[src/rtl/bhq_pkg.sv]
// Shared types and constants for the binary min-heap queue.
// No dependencies.
package bhq_pkg;

  typedef logic signed [31:0] key_t;

  localparam int KEY_W    = 32;
  localparam int REQ_W    = 2;
  localparam int POS_W    = 6;
  localparam int STATUS_W = 3;
  localparam int COUNT_W  = 7;

  localparam logic [REQ_W-1:0] REQ_INSERT   = 2'd0;
  localparam logic [REQ_W-1:0] REQ_EXTRACT  = 2'd1;
  localparam logic [REQ_W-1:0] REQ_DECREASE = 2'd2;

  localparam logic [STATUS_W-1:0] ST_OK      = 3'd0;
  localparam logic [STATUS_W-1:0] ST_EMPTY   = 3'd1;
  localparam logic [STATUS_W-1:0] ST_GREATER = 3'd2;
  localparam logic [STATUS_W-1:0] ST_FULL    = 3'd3;
  localparam logic [STATUS_W-1:0] ST_BADPOS  = 3'd4;

  localparam key_t INT_MAX = 32'sh7FFF_FFFF;

endpackage

[src/rtl/bhq_cmp.sv]
// Shared signed key comparator used by every sift step.
// Depends on bhq_pkg.
module bhq_cmp (
  input  bhq_pkg::key_t a,
  input  bhq_pkg::key_t b,
  output logic          lt
);

  assign lt = (a < b);

endmodule

[src/rtl/binary_min_heap_queue.sv]
// Binary min-heap priority queue of signed 32-bit keys: top level, sequencer and key store.
// Depends on bhq_pkg and bhq_cmp.
//
// Each request (insert, extract-minimum, decrease-key) is taken only while the sequencer is
// idle and gives one result carrying the extracted key, a status, the entry count and the
// current minimum. Keys sit in a single-port-write, registered-read array; one comparator is
// shared by all steps. Insert and decrease-key climb one level per parent read (S_UP_RD) and
// parent compare (S_UP_CMP); extract descends one level per left-child read (S_DN_RDL), left
// compare (S_DN_CMPL) and, where a right child exists, right compare (S_DN_CMPR); a decrease
// with a larger key is rejected after its compare (S_DEC_CMP); other error cases and the
// unused request code go straight to S_FIN. Each compare uses a registered key-store read.
// A finished result waits in an output register, and the next request may be taken meanwhile.
module binary_min_heap_queue #(
  parameter int CAPACITY = 64
) (
  input  logic                             clk,
  input  logic                             rst_n,
  input  logic                             in_valid,
  output logic                             in_ready,
  input  logic [bhq_pkg::REQ_W-1:0]        in_req_type,
  input  bhq_pkg::key_t                    in_new_key,
  input  logic [bhq_pkg::POS_W-1:0]        in_position,
  output logic                             out_valid,
  input  logic                             out_ready,
  output bhq_pkg::key_t                    out_key_out,
  output logic [bhq_pkg::STATUS_W-1:0]     out_status,
  output logic [bhq_pkg::COUNT_W-1:0]      out_entry_count,
  output bhq_pkg::key_t                    out_min_key
);

  localparam int AW = $clog2(CAPACITY);
  localparam int CW = $clog2(CAPACITY + 1);
  localparam int XW = AW + 2;

  localparam logic [3:0] S_IDLE    = 4'd0;
  localparam logic [3:0] S_DEC_CMP = 4'd1;
  localparam logic [3:0] S_UP_RD   = 4'd2;
  localparam logic [3:0] S_UP_CMP  = 4'd3;
  localparam logic [3:0] S_DN_LD   = 4'd4;
  localparam logic [3:0] S_DN_RDL  = 4'd5;
  localparam logic [3:0] S_DN_CMPL = 4'd6;
  localparam logic [3:0] S_DN_CMPR = 4'd7;
  localparam logic [3:0] S_FIN     = 4'd8;

  logic [3:0]                     state_r, state_nxt;
  logic [AW-1:0]                  idx_r, idx_nxt;
  logic [CW-1:0]                  cnt_r, cnt_nxt;
  bhq_pkg::key_t                  key_r, key_nxt;
  bhq_pkg::key_t                  kout_r, kout_nxt;
  logic [bhq_pkg::STATUS_W-1:0]   status_r, status_nxt;
  bhq_pkg::key_t                  minv_r, minv_nxt;
  logic                           left_r, left_nxt;
  bhq_pkg::key_t                  root_r;

  logic                           out_valid_r;
  bhq_pkg::key_t                  out_key_r, out_min_r;
  logic [bhq_pkg::STATUS_W-1:0]   out_status_r;
  logic [bhq_pkg::COUNT_W-1:0]    out_count_r;

  bhq_pkg::key_t                  mem [CAPACITY];
  bhq_pkg::key_t                  rd_data_r;
  logic [AW-1:0]                  rd_addr;
  logic                           mem_we;
  logic [AW-1:0]                  wr_addr;
  bhq_pkg::key_t                  wr_data;

  bhq_pkg::key_t                  cmp_a, cmp_b;
  logic                           cmp_lt;

  logic                           in_fire;
  logic                           out_free;
  logic [AW-1:0]                  par_idx;
  logic [XW-1:0]                  l_idx, r_idx, cnt_x;

  bhq_cmp u_cmp (
    .a  (cmp_a),
    .b  (cmp_b),
    .lt (cmp_lt)
  );

  assign in_ready = (state_r == S_IDLE);
  assign in_fire  = in_valid && in_ready;
  assign out_free = !out_valid_r || out_ready;
  assign par_idx  = (idx_r - AW'(1)) >> 1;
  assign l_idx    = {1'b0, idx_r, 1'b1};
  assign r_idx    = l_idx + XW'(1);
  assign cnt_x    = XW'(cnt_r);

  always_comb begin
    case (state_r)
      S_UP_CMP:  begin cmp_a = key_r;     cmp_b = rd_data_r; end
      S_DN_CMPR: begin cmp_a = rd_data_r; cmp_b = minv_r;    end
      default:   begin cmp_a = rd_data_r; cmp_b = key_r;     end
    endcase
  end

  always_comb begin
    state_nxt  = state_r;
    idx_nxt    = idx_r;
    cnt_nxt    = cnt_r;
    key_nxt    = key_r;
    kout_nxt   = kout_r;
    status_nxt = status_r;
    minv_nxt   = minv_r;
    left_nxt   = left_r;
    rd_addr    = idx_r;
    mem_we     = 1'b0;
    wr_addr    = idx_r;
    wr_data    = key_r;
    case (state_r)
      S_IDLE: begin
        if (in_fire) begin
          kout_nxt   = '0;
          status_nxt = bhq_pkg::ST_OK;
          key_nxt    = in_new_key;
          state_nxt  = S_FIN;
          case (in_req_type)
            bhq_pkg::REQ_INSERT: begin
              if (cnt_r >= CW'(CAPACITY)) begin
                status_nxt = bhq_pkg::ST_FULL;
              end else begin
                idx_nxt   = AW'(cnt_r);
                cnt_nxt   = cnt_r + CW'(1);
                state_nxt = S_UP_RD;
              end
            end
            bhq_pkg::REQ_EXTRACT: begin
              if (cnt_r == '0) begin
                status_nxt = bhq_pkg::ST_EMPTY;
                kout_nxt   = bhq_pkg::INT_MAX;
              end else begin
                kout_nxt = root_r;
                cnt_nxt  = cnt_r - CW'(1);
                idx_nxt  = '0;
                rd_addr  = AW'(cnt_r - CW'(1));
                if (cnt_r != CW'(1)) begin
                  state_nxt = S_DN_LD;
                end
              end
            end
            bhq_pkg::REQ_DECREASE: begin
              if (32'(in_position) >= 32'(cnt_r)) begin
                status_nxt = bhq_pkg::ST_BADPOS;
              end else begin
                idx_nxt   = AW'(in_position);
                rd_addr   = AW'(in_position);
                state_nxt = S_DEC_CMP;
              end
            end
            default: begin
              state_nxt = S_FIN;
            end
          endcase
        end
      end
      S_DEC_CMP: begin
        if (cmp_lt) begin
          status_nxt = bhq_pkg::ST_GREATER;
          state_nxt  = S_FIN;
        end else begin
          state_nxt = S_UP_RD;
        end
      end
      S_UP_RD: begin
        if (idx_r == '0) begin
          mem_we    = 1'b1;
          state_nxt = S_FIN;
        end else begin
          rd_addr   = par_idx;
          state_nxt = S_UP_CMP;
        end
      end
      S_UP_CMP: begin
        mem_we = 1'b1;
        if (cmp_lt) begin
          wr_data   = rd_data_r;
          idx_nxt   = par_idx;
          state_nxt = S_UP_RD;
        end else begin
          state_nxt = S_FIN;
        end
      end
      S_DN_LD: begin
        key_nxt   = rd_data_r;
        state_nxt = S_DN_RDL;
      end
      S_DN_RDL: begin
        if (l_idx >= cnt_x) begin
          mem_we    = 1'b1;
          state_nxt = S_FIN;
        end else begin
          rd_addr   = AW'(l_idx);
          state_nxt = S_DN_CMPL;
        end
      end
      S_DN_CMPL: begin
        left_nxt = cmp_lt;
        minv_nxt = cmp_lt ? rd_data_r : key_r;
        if (r_idx < cnt_x) begin
          rd_addr   = AW'(r_idx);
          state_nxt = S_DN_CMPR;
        end else begin
          mem_we = 1'b1;
          if (cmp_lt) begin
            wr_data   = rd_data_r;
            idx_nxt   = AW'(l_idx);
            state_nxt = S_DN_RDL;
          end else begin
            state_nxt = S_FIN;
          end
        end
      end
      S_DN_CMPR: begin
        mem_we = 1'b1;
        if (cmp_lt) begin
          wr_data   = rd_data_r;
          idx_nxt   = AW'(r_idx);
          state_nxt = S_DN_RDL;
        end else if (left_r) begin
          wr_data   = minv_r;
          idx_nxt   = AW'(l_idx);
          state_nxt = S_DN_RDL;
        end else begin
          state_nxt = S_FIN;
        end
      end
      S_FIN: begin
        if (out_free) begin
          state_nxt = S_IDLE;
        end
      end
      default: begin
        state_nxt = S_IDLE;
      end
    endcase
  end

  always_ff @(posedge clk) begin
    if (mem_we) begin
      mem[wr_addr] <= wr_data;
    end
    rd_data_r <= mem[rd_addr];
  end

  always_ff @(posedge clk) begin
    if (!rst_n) begin
      state_r     <= S_IDLE;
      cnt_r       <= '0;
      out_valid_r <= 1'b0;
    end else begin
      state_r <= state_nxt;
      cnt_r   <= cnt_nxt;
      if (state_r == S_FIN && out_free) begin
        out_valid_r <= 1'b1;
      end else if (out_ready) begin
        out_valid_r <= 1'b0;
      end
    end
  end

  always_ff @(posedge clk) begin
    idx_r    <= idx_nxt;
    key_r    <= key_nxt;
    kout_r   <= kout_nxt;
    status_r <= status_nxt;
    minv_r   <= minv_nxt;
    left_r   <= left_nxt;
    if (mem_we && wr_addr == '0) begin
      root_r <= wr_data;
    end
    if (state_r == S_FIN && out_free) begin
      out_key_r    <= kout_r;
      out_status_r <= status_r;
      out_count_r  <= bhq_pkg::COUNT_W'(cnt_r);
      out_min_r    <= (cnt_r == '0) ? bhq_pkg::INT_MAX : root_r;
    end
  end

  assign out_valid       = out_valid_r;
  assign out_key_out     = out_key_r;
  assign out_status      = out_status_r;
  assign out_entry_count = out_count_r;
  assign out_min_key     = out_min_r;

`ifndef SYNTHESIS
  a_count_bound: assert property (@(posedge clk) disable iff (!rst_n)
    cnt_r <= CW'(CAPACITY))
    else $error("entry count beyond capacity");

  a_write_in_range: assert property (@(posedge clk) disable iff (!rst_n)
    mem_we |-> (XW'(wr_addr) < cnt_x))
    else $error("key store written beyond held entries");

  a_empty_extract: assert property (@(posedge clk) disable iff (!rst_n)
    (in_fire && in_req_type == bhq_pkg::REQ_EXTRACT && cnt_r == '0)
    |=> (state_r == S_FIN && status_r == bhq_pkg::ST_EMPTY && cnt_r == '0))
    else $error("extract on empty heap mishandled");
`endif

endmodule

[config.mk]
export PLATFORM = sky130hd
export DESIGN_NAME = binary_min_heap_queue
export DESIGN_NICKNAME = d
export VERILOG_FILES = /design/src/rtl/bhq_pkg.sv /design/src/rtl/bhq_cmp.sv /design/src/rtl/binary_min_heap_queue.sv
export SDC_FILE = /design/constraint.sdc
export NUM_CORES = 2
export LEC_CHECK = 0
export ABC_AREA = 0
export BUFFER_PORTS_ARGS = -buffer_cell sky130_fd_sc_hd__buf_2
export CORE_ASPECT_RATIO = 0.6
export CORE_MARGIN = 4
export CORE_UTILIZATION = 40
export CTS_CLUSTER_SIZE = 25
export DETAILED_ROUTE_END_ITERATION = 8
export REMOVE_ABC_BUFFERS = 1
export SLEW_MARGIN = 20
export SYNTH_ARGS = -nofsm -noshare
export SYNTH_HDL_FRONTEND = slang
export SYNTH_SLANG_ARGS = --single-unit
[constraint.sdc]
create_clock -name clk -period 5.8 [get_ports clk]
set_clock_uncertainty 0.1 [all_clocks]
set_input_delay 0.87 -clock clk [delete_from_list [all_inputs] [get_ports clk]]
set_output_delay 0.87 -clock clk [all_outputs]
set_load 0.02 [all_outputs]
==> out/qor.csv <==
stage,metric,value,unit
outcome,status,completed,
timing,Slew Limit Fails,0,
synthesis,Synth Area in Adders,0.785,%
worst_setup_path,Crit. End Element,register,
global_route,largest net degree at the start of global routing,95,
clocking,cts hold-fix bufs,0,
worst_setup_path,crit start category,register,
clocking,Max Root-Sink Buffers,4,
final_layout,final core utilization,46.5,%
global_route,first-pass GRT wire length,413,mm
die,Die X,629,µm
timing,fmax,179,MHz
die,Core Rows,136,
synthesis,average cell area after synthesis,14.4,µm²
worst_setup_path,Reg2Reg Launch Point,idx_r[2]$_DFFE_PP_,
clocking,Clock transition at path regs,0.07,ns
final_layout,design area,0.107,mm²
synthesis,post-synthesis xor/xnor area fraction,0.142,%
synthesis,register area share after synthesis,74.3,%
clocking,CTS buffer count,211,
synthesis,largest family of logic cells by synthesized area,simple AND/OR/NAND/NOR gates,
die,Die Y,380,µm
timing,count of final hold-check violations,0,
timing,slew of the pin with the lowest slew margin,1.10,ns
synthesis,"Top FF cell, synth",edfxtp_1,
clocking,TritonCTS clock tree,done,
timing,final setup fails,0,
synthesis,"top cells by area, synth","edfxtp_1 (73%), nand2_1 (6.0%), nand3_1 (2.7%)",
die,num ports,120,
worst_setup_path,Critical Path End,rd_data_r[16]$_DFF_P_,
worst_setup_path,CP Class,register to register,
synthesis,Unique masters post-synth,82,
global_route,met1 usage,37.8,%
drt,WL per Instance,29.4,µm
global_route,antenna violations before repair,33,
worst_setup_path,flop-to-flop setup slack,0.22,ns
final_layout,FILL cells,19745,
place,DP Area,0.100,mm²
place,IO buf count,119,
final_layout,area grow syn2layout,15.3,%
global_route,grt ovf,0,
global_route,GR peak layer,met1,
power_and_ir_drop,Power Total,60000,µW
die,Initial Util,40.3,%
worst_setup_path,worst endpoint required time,6.46,ns
synthesis,simple-gate portion of the synthesized area,11.5,%
global_route,GRT Overall Usage,23.7,%
clocking,clock latency on the worst-skew pair,0.88,ns
global_route,met3 usage,5.67,%
place,placed cells,9545,
timing,relative slew slack,26.8,%
timing,crit share post-route,96.1,%
synthesis,Post-Synthesis Cells,6408,
timing,post-layout min period,5.58,ns
synthesis,share of the synthesized area in the top cell type,73.4,%
synthesis,mapped cell area,0.0925,mm²
power_and_ir_drop,PD cells,563,mW/mm²
drt,vias per cell,5.92,
drt,DR vias,58908,
synthesis,post-synth top area cell,edfxtp_1,
clocking,htree depth,4,
synthesis,Compound-Gate Fraction of Synth Area,6.07,%
final_layout,Layout Nets,6825,
drt,Remaining DRCs,0,
final_layout,final non-filler cell total,9946,
global_route,vias in the first global route,54392,
worst_setup_path,Critical Path AT,6.23,ns
clocking,clk sinks,2304,
synthesis,"EDFF count, synth",2260,
die,die area,0.239,mm²
timing,Setup TNS,0,ns
place,RePlAce Congestion,0.886,
timing,RSZ-0062 raised after global routing,no,
synthesis,ys async rst share,0,%
worst_setup_path,crit path from,idx_r[2]$_DFFE_PP_,
worst_setup_path,R2R cell count,17,
synthesis,mux contribution to synthesized area,5.16,%
worst_setup_path,largest fanout on the critical path,32,
drt,ANT nets after route,0,
drt,drt total wl,292,mm
worst_setup_path,worst reg2reg path endpoint,rd_data_r[16]$_DFF_P_,
place,post-DP HPWL,171,mm
flow_run,max-cap violations,0,
synthesis,Seq cells post-synth,2304,
global_route,GRT met2 Usage,32.4,%
power_and_ir_drop,maximum vdd drop,0.447,mV
drt,initial DRC count,8652,
drt,router iterations before antenna repair,9,
clocking,CTS Root Cell,clkbuf_16,
power_and_ir_drop,Leak Pwr,0.0358,µW
worst_hold_path,Tightest Hold Check Type,primary input to register,
die,core area,0.230,mm²
synthesis,Ys Warns,0,
final_layout,fraction of layout cells with a size suffix above 1,16.2,%
==> critical path: stages (launching register included) <==
cell      delay [ns]
edfxtp_1        0.54
inv_1           0.13
nor3_2          0.33
nand3_1         0.15
xnor2_1         0.14
ha_1            0.31
a21o_1          0.21
o41a_1          0.46
nor4_1          0.53
buf_4           0.23
o221a_4         0.44
nor2_4          0.20
buf_12          0.24
buf_4           0.19
a32oi_1         0.16
a31oi_1         0.20
or4_1           0.70
nor3_1          0.20
==> layer usage <==
| metal | up-vias | wire length, µm |
|---|---|---|
| met5 | - | 0 |
| met4 | 0 | 6430 |
| met3 | 375 | 36800 |
| met2 | 3619 | 119000 |
| met1 | 29881 | 131000 |
| li1 | 25033 | - |
==> registers in the layout (all words and copies together) (netlist names) <==
signal           count
cnt_r                7
idx_r                6
key_r               32
kout_r              32
left_r               1
mem               2048
minv_r              32
out_entry_count      7
out_key_out         32
out_min_key         32
out_status           3
out_valid            1
rd_data_r           32
root_r              32
state_r              4
status_r             3
==> cell families (layout without fill, tap and decap cells) <==
logic type	Yosys count	after routing
compound gates	784	784
buf+inv	428	910
flops	2304	2304
mux	381	381
other cells	0	20
xor+xnor	15	15
fa+ha+maj	58	58
simple gates	2438	2438
==> metrics by stage <==
step	hold slack (ns)	worst slack (ns)
3_5_place_dp	0.305	0.147
5_1_grt	0.204	0.0353
4_1_cts	0.191	0.238
2_1_floorplan	0.300	-24.88
6_report	0.237	0.224
3_3_place_gp	0.301	0.180
==> cell type report <==
type / count / area (µm²) / area share, %
Antenna cell: 20 / 50.0 / 0.0469
Clock buffer: 275 / 5660 / 5.31
Clock inverter: 105 / 938 / 0.880
Inverter: 25 / 93.8 / 0.0880
Multi-Input combinational cell: 3676 / 22500 / 21.1
Sequential cell: 2304 / 68700 / 64.4
Tap cell: 3036 / 3800 / 3.56
Timing Repair Buffer: 505 / 4840 / 4.54
==> timing repair <==
item | CTS | global route
buffers inserted | 0 | 1
gates resized for setup | 0 | 3
setup endpoints to repair | 0 | 263
==> where the power goes <==
part	switching [µW]	total, µW	internal, µW
clock network	6120	13700	7580
registers	640	20900	20200
logic	16700	25500	8720
==> cells in the mapped netlist (5+ instances only) <==
cell / instances
a32oi_1: 126
buf_1: 23
a221o_1: 35
o211ai_1: 13
and2_1: 40
mux4_2: 67
nor3_1: 45
nand3_1: 492
buf_6: 11
a21oi_1: 188
a311oi_1: 34
nor2_1: 152
or4_1: 31
nand2b_1: 9
a21o_1: 13
o21a_1: 34
or2_2: 36
nand2_1: 1471
o22ai_1: 6
mux2_2: 94
nand4_1: 24
o21ai_0: 26
clkbuf_1: 283
and3_1: 102
edfxtp_1: 2260
o2111ai_1: 7
a211oi_1: 32
buf_2: 56
xnor2_1: 11
a2111oi_0: 32
a21boi_0: 5
o221ai_1: 31
a31oi_1: 158
mux2i_1: 220
buf_4: 26
dfxtp_1: 44
ha_1: 58
nor2b_1: 16
inv_1: 22
==> worst min path at each step <==
| stage | from | endpoint | depth (start not counted) |
|---|---|---|---|
| after floorplan | kout_r[0]$_SDFFCE_PN0P_ | out_key_out[0]$_DFFE_PP_ | 0 |
| after global placement | kout_r[1]$_SDFFCE_PN0P_ | out_key_out[1]$_DFFE_PP_ | 0 |
| after detailed placement | kout_r[31]$_SDFFCE_PN0P_ | out_key_out[31]$_DFFE_PP_ | 0 |
| after CTS | in_new_key[25] | key_r[25]$_DFFE_PP_ | 2 |
| after global routing | in_new_key[25] | key_r[25]$_DFFE_PP_ | 2 |
| final | in_new_key[5] | key_r[5]$_DFFE_PP_ | 2 |
==> cell usage in the layout (no fill, tap or decap), types with 119 or more instances in the layout <==
| cell type | count |
|---|---|
| nand3_1 | 490 |
| buf_2 | 119 |
| a32oi_1 | 126 |
| clkbuf_16 | 214 |
| nand2_1 | 1470 |
| a31oi_1 | 158 |
| edfxtp_1 | 2260 |
| a21oi_1 | 188 |
| buf_4 | 277 |
| mux2i_1 | 220 |
No activity file was read; power rests on OpenSTA's default activity.
